### config.mk
export PLATFORM = sky130hd
export DESIGN_NAME = serial_servo_command_parser
export DESIGN_NICKNAME = d
export VERILOG_FILES = /design/src/hw/rtl/sscp_pkg.sv /design/src/hw/rtl/sscp_parser.sv /design/src/hw/rtl/serial_servo_command_parser.sv
export VERILOG_INCLUDE_DIRS = /design/src /design/src/hw/rtl
export SDC_FILE = /design/constraint.sdc
export NUM_CORES = 1
export LEC_CHECK = 0
export ABC_CLOCK_PERIOD_IN_PS = 2650
export BUFFER_PORTS_ARGS = -buffer_cell sky130_fd_sc_hd__clkbuf_2
export CORE_MARGIN = 3
export CORE_UTILIZATION = 52
export CTS_BUF_LIST = sky130_fd_sc_hd__clkbuf_4 sky130_fd_sc_hd__clkbuf_8 sky130_fd_sc_hd__clkbuf_16
export DETAILED_ROUTE_END_ITERATION = 8
export GPL_ROUTABILITY_DRIVEN = 1
export PLACE_DENSITY_LB_ADDON = 0.3
export SYNTH_ARGS = -nofsm -noshare
export SYNTH_HDL_FRONTEND = slang
export SYNTH_SLANG_ARGS = --single-unit
### constraint.sdc
create_clock -name clk -period 2.65 [get_ports clk]
set_input_delay 0 -clock clk [delete_from_list [all_inputs] [get_ports clk]]
set_output_delay 0 -clock clk [all_outputs]
set_load 0.03 [all_outputs]
### src/hw/rtl/serial_servo_command_parser_assert.svh
// Assertion macros shared by the servo command parser RTL.
`ifndef SERIAL_SERVO_COMMAND_PARSER_ASSERT_SVH
`define SERIAL_SERVO_COMMAND_PARSER_ASSERT_SVH
`ifndef ASSERT_OFF
`define SSCP_ASSERT(label, prop, msg) \
  label: assert property (@(posedge clk) disable iff (!rst_n) prop) else $error(msg);
`define SSCP_ASSERT_NEXT(label, ante, cons, msg) \
  label: assert property (@(posedge clk) disable iff (!rst_n) (ante) |=> (cons)) else $error(msg);
`else
`define SSCP_ASSERT(label, prop, msg)
`define SSCP_ASSERT_NEXT(label, ante, cons, msg)
`endif
`endif

### src/hw/rtl/sscp_pkg.sv
// Types and constants of the serial servo command parser.
`timescale 1ns / 1ps
`default_nettype none
package sscp_pkg;

  // Command and frame characters
  localparam logic [7:0] CH_END   = 8'h5F;  // '_'
  localparam logic [7:0] CH_LASER = 8'h4C;  // 'L'
  localparam logic [7:0] CH_AUTO  = 8'h52;  // 'R'
  localparam logic [7:0] CH_LOW   = 8'h41;  // 'A'
  localparam logic [7:0] CH_HIGH  = 8'h42;  // 'B'
  localparam logic [7:0] CH_Y     = 8'h59;  // 'Y'
  localparam logic [7:0] CH_ZERO  = 8'h30;  // '0'
  localparam logic [7:0] CH_NINE  = 8'h39;  // '9'

  // Configuration register indexes
  localparam int unsigned CFG_IDX_W = 2;
  localparam logic [CFG_IDX_W-1:0] CFG_PULSE_MIN = 2'd0;
  localparam logic [CFG_IDX_W-1:0] CFG_PULSE_MAX = 2'd1;

  // Reset values
  localparam logic [15:0] RST_PULSE_MIN = 16'd650;
  localparam logic [15:0] RST_PULSE_MAX = 16'd2400;
  localparam logic [15:0] RST_PULSE     = 16'd1500;
  localparam logic [15:0] RST_LOW_X     = 16'd1500;
  localparam logic [15:0] RST_LOW_Y     = 16'd700;
  localparam logic [15:0] RST_HIGH_X    = 16'd2350;
  localparam logic [15:0] RST_HIGH_Y    = 16'd2350;

  typedef struct packed {
    logic        frame_done;
    logic [15:0] frame_x;
    logic [15:0] frame_y;
    logic [15:0] servo_x;
    logic [15:0] servo_y;
    logic        laser_on;
    logic        auto_mode;
    logic [15:0] area_x_low;
    logic [15:0] area_y_low;
    logic [15:0] area_x_high;
    logic [15:0] area_y_high;
  } status_t;

endpackage
`default_nettype wire

### src/hw/rtl/sscp_parser.sv
// Frame parser and command state; its registers are the result register.
`timescale 1ns / 1ps
`default_nettype none
module sscp_parser #(
  parameter int unsigned MAX_FRAME_BYTES = 12
) (
  input  wire logic             clk,
  input  wire logic             rst_n,
  input  wire logic             step,
  input  wire logic [7:0]       rx_byte,
  input  wire logic             line_error,
  input  wire logic [15:0]      pulse_min,
  input  wire logic [15:0]      pulse_max,
  output sscp_pkg::status_t     status
);

  localparam int unsigned CNT_W = $clog2(MAX_FRAME_BYTES);
  localparam logic [CNT_W-1:0] CNT_LAST = CNT_W'(MAX_FRAME_BYTES - 1);

  localparam logic [1:0] PH_IDLE = 2'd0;
  localparam logic [1:0] PH_X    = 2'd1;
  localparam logic [1:0] PH_Y    = 2'd2;

  logic [1:0]       phase_r, phase_nxt;
  logic [CNT_W-1:0] cnt_r, cnt_nxt;
  logic [15:0]      xacc_r, xacc_nxt;
  logic [15:0]      yacc_r, yacc_nxt;
  logic [15:0]      last_x_r, last_x_nxt;
  logic [15:0]      last_y_r, last_y_nxt;
  logic [15:0]      pulse_x_r, pulse_x_nxt;
  logic [15:0]      pulse_y_r, pulse_y_nxt;
  logic             laser_r, laser_nxt;
  logic             auto_r, auto_nxt;
  logic [15:0]      low_x_r, low_x_nxt;
  logic [15:0]      low_y_r, low_y_nxt;
  logic [15:0]      high_x_r, high_x_nxt;
  logic [15:0]      high_y_r, high_y_nxt;
  logic             done_r, done_nxt;

  logic        digit;
  logic [15:0] digit_val;
  logic [15:0] x_dec;
  logic [15:0] y_dec;

  assign digit     = rx_byte inside {[sscp_pkg::CH_ZERO:sscp_pkg::CH_NINE]};
  assign digit_val = {12'd0, rx_byte[3:0]};
  // Times ten as two shifts and an add; the sum wraps at 16 bits.
  assign x_dec = (xacc_r << 3) + (xacc_r << 1) + digit_val;
  assign y_dec = (yacc_r << 3) + (yacc_r << 1) + digit_val;

  always_comb begin
    phase_nxt   = phase_r;
    cnt_nxt     = cnt_r;
    xacc_nxt    = xacc_r;
    yacc_nxt    = yacc_r;
    last_x_nxt  = last_x_r;
    last_y_nxt  = last_y_r;
    pulse_x_nxt = pulse_x_r;
    pulse_y_nxt = pulse_y_r;
    laser_nxt   = laser_r;
    auto_nxt    = auto_r;
    low_x_nxt   = low_x_r;
    low_y_nxt   = low_y_r;
    high_x_nxt  = high_x_r;
    high_y_nxt  = high_y_r;
    done_nxt    = done_r;
    if (step) begin
      done_nxt = 1'b0;
      if (!line_error) begin
        case (rx_byte)
          sscp_pkg::CH_END: begin
            if (phase_r == PH_Y) begin
              last_x_nxt = xacc_r;
              last_y_nxt = yacc_r;
              if (xacc_r >= pulse_min && xacc_r <= pulse_max) begin
                pulse_x_nxt = xacc_r;
              end
              if (yacc_r >= pulse_min && yacc_r <= pulse_max) begin
                pulse_y_nxt = yacc_r;
              end
              done_nxt = 1'b1;
            end
            phase_nxt = PH_IDLE;
            cnt_nxt   = '0;
            xacc_nxt  = '0;
            yacc_nxt  = '0;
          end
          sscp_pkg::CH_LASER: laser_nxt = ~laser_r;
          sscp_pkg::CH_AUTO:  auto_nxt  = ~auto_r;
          sscp_pkg::CH_LOW: begin
            low_x_nxt = last_x_r;
            low_y_nxt = last_y_r;
          end
          sscp_pkg::CH_HIGH: begin
            high_x_nxt = last_x_r;
            high_y_nxt = last_y_r;
          end
          default: begin
            case (phase_r)
              PH_IDLE: phase_nxt = PH_X;
              PH_X: begin
                if (rx_byte == sscp_pkg::CH_Y) begin
                  phase_nxt = PH_Y;
                end else if (digit) begin
                  xacc_nxt = x_dec;
                end
              end
              default: begin
                if (digit) begin
                  yacc_nxt = y_dec;
                end
              end
            endcase
            // A frame that fills up without an underscore is thrown away.
            if (cnt_r == CNT_LAST) begin
              phase_nxt = PH_IDLE;
              cnt_nxt   = '0;
              xacc_nxt  = '0;
              yacc_nxt  = '0;
            end else begin
              cnt_nxt = cnt_r + 1'b1;
            end
          end
        endcase
      end
    end
  end

  always_ff @(posedge clk) begin
    if (!rst_n) begin
      phase_r   <= PH_IDLE;
      cnt_r     <= '0;
      xacc_r    <= '0;
      yacc_r    <= '0;
      last_x_r  <= '0;
      last_y_r  <= '0;
      pulse_x_r <= sscp_pkg::RST_PULSE;
      pulse_y_r <= sscp_pkg::RST_PULSE;
      laser_r   <= 1'b1;
      auto_r    <= 1'b1;
      low_x_r   <= sscp_pkg::RST_LOW_X;
      low_y_r   <= sscp_pkg::RST_LOW_Y;
      high_x_r  <= sscp_pkg::RST_HIGH_X;
      high_y_r  <= sscp_pkg::RST_HIGH_Y;
      done_r    <= 1'b0;
    end else begin
      phase_r   <= phase_nxt;
      cnt_r     <= cnt_nxt;
      xacc_r    <= xacc_nxt;
      yacc_r    <= yacc_nxt;
      last_x_r  <= last_x_nxt;
      last_y_r  <= last_y_nxt;
      pulse_x_r <= pulse_x_nxt;
      pulse_y_r <= pulse_y_nxt;
      laser_r   <= laser_nxt;
      auto_r    <= auto_nxt;
      low_x_r   <= low_x_nxt;
      low_y_r   <= low_y_nxt;
      high_x_r  <= high_x_nxt;
      high_y_r  <= high_y_nxt;
      done_r    <= done_nxt;
    end
  end

  assign status.frame_done  = done_r;
  assign status.frame_x     = last_x_r;
  assign status.frame_y     = last_y_r;
  assign status.servo_x     = pulse_x_r;
  assign status.servo_y     = pulse_y_r;
  assign status.laser_on    = laser_r;
  assign status.auto_mode   = auto_r;
  assign status.area_x_low  = low_x_r;
  assign status.area_y_low  = low_y_r;
  assign status.area_x_high = high_x_r;
  assign status.area_y_high = high_y_r;

`include "serial_servo_command_parser_assert.svh"

  `SSCP_ASSERT(a_done_clears, done_r |-> (phase_r == PH_IDLE && cnt_r == '0), "frame not cleared")
  `SSCP_ASSERT(a_idle_empty, (phase_r == PH_IDLE) |-> (cnt_r == '0 && xacc_r == '0), "idle frame holds data")
  `SSCP_ASSERT_NEXT(a_hold, !step, $stable(status) && $stable(phase_r), "state moved without a step")

endmodule
`default_nettype wire

### src/hw/rtl/serial_servo_command_parser.sv
// Top level of the serial servo command parser: handshakes, input register, configuration.
// A byte is held in the input register and then moves into the parser state, which doubles as
// the result register; while the result is stalled, the byte waits in the input register.
// Throughput: one byte per cycle while the result is not stalled; the parser state updates once per byte.
// Reset (synchronous, active low) restores the pulse limits, servo pulses, flags and area
// corners to their defaults and empties both pipeline registers.
`timescale 1ns / 1ps
`default_nettype none
module serial_servo_command_parser #(
  parameter int unsigned MAX_FRAME_BYTES = 12
) (
  input  wire logic                           clk,
  input  wire logic                           rst_n,
  input  wire logic                           in_valid,
  output logic                                in_stall,
  input  wire logic [7:0]                     in_rx_byte,
  input  wire logic                           in_line_error,
  output logic                                out_valid,
  input  wire logic                           out_stall,
  output logic                                out_frame_done,
  output logic [15:0]                         out_frame_x,
  output logic [15:0]                         out_frame_y,
  output logic [15:0]                         out_servo_x,
  output logic [15:0]                         out_servo_y,
  output logic                                out_laser_on,
  output logic                                out_auto_mode,
  output logic [15:0]                         out_area_x_low,
  output logic [15:0]                         out_area_y_low,
  output logic [15:0]                         out_area_x_high,
  output logic [15:0]                         out_area_y_high,
  input  wire logic                           cfg_valid,
  output logic                                cfg_ready,
  input  wire logic [sscp_pkg::CFG_IDX_W-1:0] cfg_index,
  input  wire logic [15:0]                    cfg_data
);

  logic        in_valid_r, in_valid_nxt;
  logic [7:0]  byte_r, byte_nxt;
  logic        err_r, err_nxt;
  logic        out_valid_r, out_valid_nxt;
  logic [15:0] pulse_min_r, pulse_min_nxt;
  logic [15:0] pulse_max_r, pulse_max_nxt;
  logic        in_take;
  logic        move;
  sscp_pkg::status_t status;

  // The held byte moves on whenever the result register is empty or being read.
  assign move     = in_valid_r && (!out_valid_r || !out_stall);
  assign in_stall = in_valid_r && out_valid_r && out_stall;
  assign in_take  = in_valid && !in_stall;
  assign cfg_ready = 1'b1;

  always_comb begin
    in_valid_nxt  = in_valid_r;
    byte_nxt      = byte_r;
    err_nxt       = err_r;
    out_valid_nxt = out_valid_r;
    pulse_min_nxt = pulse_min_r;
    pulse_max_nxt = pulse_max_r;
    if (in_take) begin
      in_valid_nxt = 1'b1;
      byte_nxt     = in_rx_byte;
      err_nxt      = in_line_error;
    end else if (move) begin
      in_valid_nxt = 1'b0;
    end
    if (move) begin
      out_valid_nxt = 1'b1;
    end else if (!out_stall) begin
      out_valid_nxt = 1'b0;
    end
    if (cfg_valid && cfg_ready) begin
      case (cfg_index)
        sscp_pkg::CFG_PULSE_MIN: pulse_min_nxt = cfg_data;
        sscp_pkg::CFG_PULSE_MAX: pulse_max_nxt = cfg_data;
        default: ;
      endcase
    end
  end

  always_ff @(posedge clk) begin
    if (!rst_n) begin
      in_valid_r  <= 1'b0;
      out_valid_r <= 1'b0;
      pulse_min_r <= sscp_pkg::RST_PULSE_MIN;
      pulse_max_r <= sscp_pkg::RST_PULSE_MAX;
    end else begin
      in_valid_r  <= in_valid_nxt;
      out_valid_r <= out_valid_nxt;
      pulse_min_r <= pulse_min_nxt;
      pulse_max_r <= pulse_max_nxt;
    end
  end

  always_ff @(posedge clk) begin
    byte_r <= byte_nxt;
    err_r  <= err_nxt;
  end

  sscp_parser #(
    .MAX_FRAME_BYTES(MAX_FRAME_BYTES)
  ) u_parser (
    .clk       (clk),
    .rst_n     (rst_n),
    .step      (move),
    .rx_byte   (byte_r),
    .line_error(err_r),
    .pulse_min (pulse_min_r),
    .pulse_max (pulse_max_r),
    .status    (status)
  );

  assign out_valid       = out_valid_r;
  assign out_frame_done  = status.frame_done;
  assign out_frame_x     = status.frame_x;
  assign out_frame_y     = status.frame_y;
  assign out_servo_x     = status.servo_x;
  assign out_servo_y     = status.servo_y;
  assign out_laser_on    = status.laser_on;
  assign out_auto_mode   = status.auto_mode;
  assign out_area_x_low  = status.area_x_low;
  assign out_area_y_low  = status.area_y_low;
  assign out_area_x_high = status.area_x_high;
  assign out_area_y_high = status.area_y_high;

`include "serial_servo_command_parser_assert.svh"

  `SSCP_ASSERT_NEXT(a_held_byte_kept, in_valid_r && !move, in_valid_r && $stable(byte_r), "held byte lost")
  `SSCP_ASSERT_NEXT(a_move_offers, move, out_valid_r, "processed byte gave no result")
  `SSCP_ASSERT(a_stall_no_step, (out_valid_r && out_stall) |-> !move, "result overwritten while stalled")

endmodule
`default_nettype wire

==> results.sh, run 1 <==
export IMPL_synth_edf_count=9
export IMPL_overflow=0
export IMPL_drc=0
export IMPL_antenna_found_initial=0
export IMPL_yosysWarningCount=0
export IMPL_synth_top_cells_by_count="nand2_1 (311), dfxtp_1 (203), a21oi_1 (144)"
export IMPL_worstMarginPinSlew_ps=780
export IMPL_final_nets=1651
export IMPL_clock_latency_ps=520
export IMPL_period_share=0.982
export IMPL_ant_nets=0
export IMPL_holdWs_ps=32.5
export IMPL_io_buffers=164
export IMPL_syn_inst=1271
export IMPL_vias=9959
export IMPL_vias_per_cell=5.59
export IMPL_cp_max_fo=3
export IMPL_grt_pass1_wl_um=50400
export IMPL_cp_end_kind="flop"
export IMPL_yosys_area_top_type="dfxtp_1"
export IMPL_num_rows=51
export IMPL_cellPowerDensity_nw_per_um2=513
export IMPL_cts_htree_levels=1
export IMPL_arrival_ps=2980
export IMPL_crit_type="flop to flop"
export IMPL_min_period_ps=2600
export IMPL_finalSetupViolations=0
export IMPL_yosysUniqueCellTypes=69
export IMPL_die_area_um2=22500
export IMPL_leakage_nw=5.95
export IMPL_grt_most_used_layer="met2"
export IMPL_first_global_vias=9569
export IMPL_finalWeightedCongestion=1.00
export IMPL_syn_area_um2=10800
export IMPL_antenna_cells=0
export IMPL_drt_iter0_drc=712
export IMPL_grt_util_met3=0.0509
export IMPL_hold_class="input pin to flop"
export IMPL_syn_avg_cell_area_um2=8.47
export IMPL_area_growth_pct=24.1
export IMPL_initial_core_util=0.540
export IMPL_die_h_um=150
export IMPL_synthFlopType="dfxtp_1"
export IMPL_routed_wl_um=32300
export IMPL_tns_ps=0
export IMPL_use_met2=0.427
export IMPL_start_kind="flop"
export IMPL_relSlewSlack=0.479
export IMPL_slew_viol_final=0
export IMPL_finClkSkew_ps=19.3
export IMPL_yosysTopAreaCellShare=0.378
export IMPL_grtUsageMet1=0.393
export IMPL_ios=166
export IMPL_fmax_ghz=0.384
export IMPL_cts_buffer_depth=3
export IMPL_seq_area_frac_synth=0.403
export IMPL_hold_violations=0
export IMPL_cts_buffers_inserted=24
export IMPL_place_ws_ps=-64.2
export IMPL_syn_nets=1424
export IMPL_path_clk_slew_ps=60
export IMPL_hold_depth=5
export IMPL_rr_worst_depth=9
export IMPL_core_um2=19900
export IMPL_cts_sinks=212
export IMPL_grt_max_degree=92
export IMPL_synth_area_top_cells="dfxtp_1 (38%), ha_1 (14%), nand2_1 (11%), a21oi_1 (6.7%), mux2i_1 (3.2%)"
export IMPL_cts_root_buffer="clkbuf_16"
export IMPL_wl_per_cell_um=18.1
export IMPL_critPathRequiredTime_ps=3030
export IMPL_synth_async_reset_ratio=0
export IMPL_yosysMostFrequentCell="nand2_1"
export IMPL_ir_worst_vdd_uv=378
export IMPL_cts_tree="built"
export IMPL_die_width_um=150
export IMPL_status="finished, final reports clean"
export IMPL_synth_seq_cells=212
export IMPL_drt_pass1_iter_count=7
export IMPL_grt_usage=0.279
export IMPL_finalWorstSetupSlack_ps=47.3
export IMPL_maxCapViolations=0
export IMPL_drive_above_1_share=0.212
export IMPL_dpl_hpwl_um=23200
-- cell usage in the layout, fill, tap and decap left out, drive strengths merged, types with 4 or more instances in the layout --
| master | netlist | layout |
|---|---|---|
| mux2i | 34 | 34 |
| o21ai | 17 | 17 |
| xnor2 | 12 | 12 |
| nand3 | 52 | 52 |
| a21boi | 4 | 4 |
| a21o | 16 | 16 |
| buf | 20 | 74 |
| dlygate4sd3 | 0 | 29 |
| clkinv | 0 | 8 |
| and3 | 5 | 5 |
| nor2b | 8 | 8 |
| ha | 117 | 117 |
| o22ai | 5 | 5 |
| a31oi | 4 | 4 |
| nand4 | 20 | 20 |
| nand2 | 311 | 311 |
| o211ai | 12 | 12 |
| inv | 46 | 47 |
| clkbuf | 45 | 196 |
| o21bai | 4 | 4 |
| or2 | 4 | 4 |
| nor2 | 73 | 73 |
| o221ai | 5 | 5 |
| a22oi | 18 | 18 |
| nor3 | 10 | 10 |
| xor2 | 11 | 11 |
| edfxtp | 9 | 9 |
| dfxtp | 203 | 203 |
| fa | 4 | 4 |
| a211oi | 9 | 9 |
| a21oi | 144 | 144 |
| or4 | 6 | 6 |
-- final cells by class --
cell class | count | area [um^2]
inverters | 46 | 175
repair buffers | 266 | 1710
clock buffers | 33 | 693
multi-input cells | 948 | 6010
fillers | 1653 | 6560
well taps | 265 | 332
clock inverters | 11 | 97.6
flip-flops and latches | 212 | 4340
-- metal layers --
metal  part of all wire  vias up
met5                  0        -
met4              0.034        0
met3              0.076       63
met2               0.44      359
met1               0.45     4653
li1                   -     4884
-- cell families after synthesis --
| logic type | after synthesis | synth area share |
|---|---|---|
| buffers and inverters | 111 | 0.0441 |
| other | 1 | 0.000349 |
| AO/OA/AOI/OAI | 260 | 0.153 |
| adder cells (fa/ha/maj) | 121 | 0.143 |
| AND/OR/NAND/NOR | 509 | 0.206 |
| flip-flops | 212 | 0.403 |
| XOR/XNOR | 23 | 0.0187 |
| multiplexers | 34 | 0.0316 |
-- stage by stage --
stage / utilization / total power, mW / cells / instance area, um^2
after floorplan: - / 3.50 / 1271 / 10800
after global placement: 0.611 / 3.58 / 1700 / 12200
after detailed placement: 0.611 / 3.59 / 1700 / 12200
after CTS: 0.665 / 6.88 / 1773 / 13200
after global routing: 0.671 / 7.07 / 1781 / 13400
final: 0.671 / 6.84 / 1781 / 13400
-- path summary, 6_finish.rpt --
kind / from / to / slack [ps]
max: byte_r[2] / u_parser.xacc_r[12] / 50
min: cfg_index[1] / pulse_min_r[15] / 30
max reg2reg: byte_r[2] / u_parser.xacc_r[12] / 50
min reg2reg: u_parser.low_x_r[0] / u_parser.low_x_r[0] / 450
-- where the power goes --
group | total [mW] | switching [mW] | internal, mW
logic | 0.311 | 0.192 | 0.119
registers | 3.26 | 0.0184 | 3.24
clock network | 3.27 | 1.34 | 1.94
-- timing repair --
item | CTS | global route
endpoints found under the hold margin | 45 | 0
resized for setup | 2 | 13
gates cloned | 0 | 0
pin swaps | 3 | 12
endpoints found under the setup margin | 3 | 13
hold buffers | 29 | 0
buffers inserted | 0 | 8
-- critical path, cell delays in order, from the launching register on --
cell and delay (ps):
edfxtp_1 420, ha_1 320, ha_1 250, fa_2 390, a21o_1 230, a221oi_4 290, o21bai_1 110, a21oi_1 170
xor2_1 170, o22ai_1 100
Note: power is estimated with default switching activity, not from simulation.
==> run 2, diff against run 1 <==
Settings changed: HOLD_SLACK_MARGIN from default to 0.08.
==> run 2 against run 1 <==
  * Via count grew 0.12%
  * Register-to-register slack is essentially flat
  * Clock skew grew 0.60 ps
  * Sequential share of layout area is essentially flat
  * Global-route usage is the same
  * Die area is the same
  * Largest power group unchanged
  * Utilization grew 0.10 points
  * Cell count grew 0.11%
  * Largest cell class unchanged
  * Maximum frequency grew 0.24%
  * Sequential cell count is the same
  * Non-clock buffer count grew 2
==> results.sh, run 2 (synthesized netlist as in run 1, its figures left out) <==
export IMPL_status="finished, final reports clean"
export IMPL_finClkSkew_ps=19.9
export IMPL_tns_ps=0
export IMPL_crit_type="flop to flop"
export IMPL_drt_pass1_iter_count=7
export IMPL_rr_worst_depth=9
export IMPL_ir_worst_vdd_uv=377
export IMPL_r2r_end="u_parser.xacc_r[12]"
export IMPL_cpPeakStageDelay_ps=420
export IMPL_initial_core_util=0.540
export IMPL_worstMarginPinSlew_ps=783
export IMPL_fmax_ghz=0.385
export IMPL_start_kind="flop"
export IMPL_drive_above_1_share=0.212
export IMPL_cp_max_fo=3
export IMPL_relSlewSlack=0.477
export IMPL_fillers=1642
export IMPL_critPathRequiredTime_ps=3030
export IMPL_dpl_hpwl_um=23200
export IMPL_hold_violations=0
export IMPL_path_common_cell="ha_1"
export IMPL_hp_start="cfg_index[0]"
export IMPL_cts_sinks=212
export IMPL_hold_end="pulse_min_r[5]"
export IMPL_num_rows=51
export IMPL_cts_buffer_depth=3
export IMPL_ant_nets=0
export IMPL_ios=166
export IMPL_mostFrequentLayoutCell="nand2_1"
export IMPL_crit_path_start="byte_r[2]"
export IMPL_cts_htree_levels=1
export IMPL_die_width_um=150
export IMPL_cts_root_buffer="clkbuf_16"
export IMPL_final_cell_mix="nand2_1 (311), dfxtp_1 (201), clkbuf_2 (163)"
export IMPL_die_area_um2=22500
export IMPL_wl_per_cell_um=18.1
export IMPL_path_delay_family="adder cells"
export IMPL_vias=9971
export IMPL_leakage_nw=5.96
export IMPL_path_clk_slew_ps=60
export IMPL_antenna_found_initial=0
export IMPL_slowest_stage="edfxtp_1"
export IMPL_drt_iter0_drc=650
export IMPL_slew_viol_final=0
export IMPL_area_growth_pct=24.3
export IMPL_io_buffers=164
export IMPL_grt_pass1_wl_um=50500
export IMPL_min_period_ps=2600
export IMPL_placed_area_um2=12200
export IMPL_cellPowerDensity_nw_per_um2=512
export IMPL_core_um2=19900
export IMPL_final_nets=1653
export IMPL_maxCapViolations=0
export IMPL_cts_tree="built"
export IMPL_post_route_util=0.672
export IMPL_hold_class="input pin to flop"
export IMPL_overflow=0
export IMPL_clock_latency_ps=520
export IMPL_worst_path_buf_inv=0
export IMPL_arrival_ps=2970
export IMPL_grt_usage=0.279
export IMPL_holdWs_ps=192
export IMPL_r2r_setup_slack_ps=50
export IMPL_cp_cell_sequence="ha_1 > ha_1 > fa_2 > a21o_1 > a221oi_4 > o21bai_1 > a21oi_1 > xor2_1 > o22ai_1"
export IMPL_cts_buffers_inserted=24
export IMPL_vias_per_cell=5.59
export IMPL_die_h_um=150
export IMPL_r2r_start="byte_r[2]"
export IMPL_cp_end_kind="flop"
export IMPL_hold_depth=4
export IMPL_grt_max_degree=92
export IMPL_period_share=0.980
export IMPL_fin_area_um2=13400
export IMPL_finalWeightedCongestion=1.00
export IMPL_routed_wl_um=32300
export IMPL_first_global_vias=9576
export IMPL_antenna_cells=0
export IMPL_finalSetupViolations=0
export IMPL_drc=0
run 2: what timing repair did:
| item | 4_1_cts | 5_1_grt |
|---|---|---|
| resized for setup | 2 | 13 |
| hold endpoints to repair | 93 | 0 |
| pin swaps | 3 | 12 |
| hold buffers | 31 | 0 |
| setup buffers | 0 | 8 |
| setup endpoints to repair | 3 | 13 |
| cloned | 0 | 0 |
run 2: report_power, final:
part	leakage, nW	switching [mW]	internal (mW)
Clock	0.401	1.34	1.94
Sequential	1.73	0.0186	3.24
Combinational	3.83	0.192	0.121
Total	5.96	1.55	5.30
run 2: metal layers:
metal / wire length, um / global-route usage / part of all wire
met5: 0 / 0 / 0
met2: 14200 / 0.427 / 0.44
met4: 1170 / 0.101 / 0.036
met3: 2510 / 0.0527 / 0.078
met1: 14400 / 0.392 / 0.45
run 2: how the worst max path moves through the flow:
stage	cells past startpoint	slack, ps	endpoint
floorplan	9	-2	u_parser.xacc_r[14]
global placement	10	-2	u_parser.xacc_r[13]
detailed placement	9	-60	u_parser.xacc_r[14]
CTS	10	10	u_parser.xacc_r[12]
global route	9	-50	u_parser.xacc_r[12]
finish	9	50	u_parser.xacc_r[12]
run 2: worst reg2reg max path: stages, from the launching register on:
cell	delay, ps
edfxtp_1	420
ha_1	320
ha_1	250
fa_2	390
a21o_1	230
a221oi_4	300
o21bai_1	120
a21oi_1	180
xor2_1	180
o22ai_1	100
run 2: area by class of cell:
class / instances / area (um^2) / area share
clock inverters: 11 / 97.6 / 0.00730
multi-input cells: 948 / 6010 / 0.449
flip-flops and latches: 212 / 4340 / 0.324
repair buffers: 268 / 1730 / 0.129
inverters: 46 / 175 / 0.0131
clock buffers: 33 / 693 / 0.0518
well taps: 265 / 332 / 0.0248
run 2: metrics by stage:
step | power (mW) | setup WS [ps] | cells
6_report | 6.85 | 53.7 | 1783
5_1_grt | 7.08 | -48.7 | 1783
3_3_place_gp | 3.58 | -2.50 | 1700
3_5_place_dp | 3.59 | -64.2 | 1700
4_1_cts | 6.88 | 9.67 | 1775
2_1_floorplan | 3.50 | -2.26 | 1271
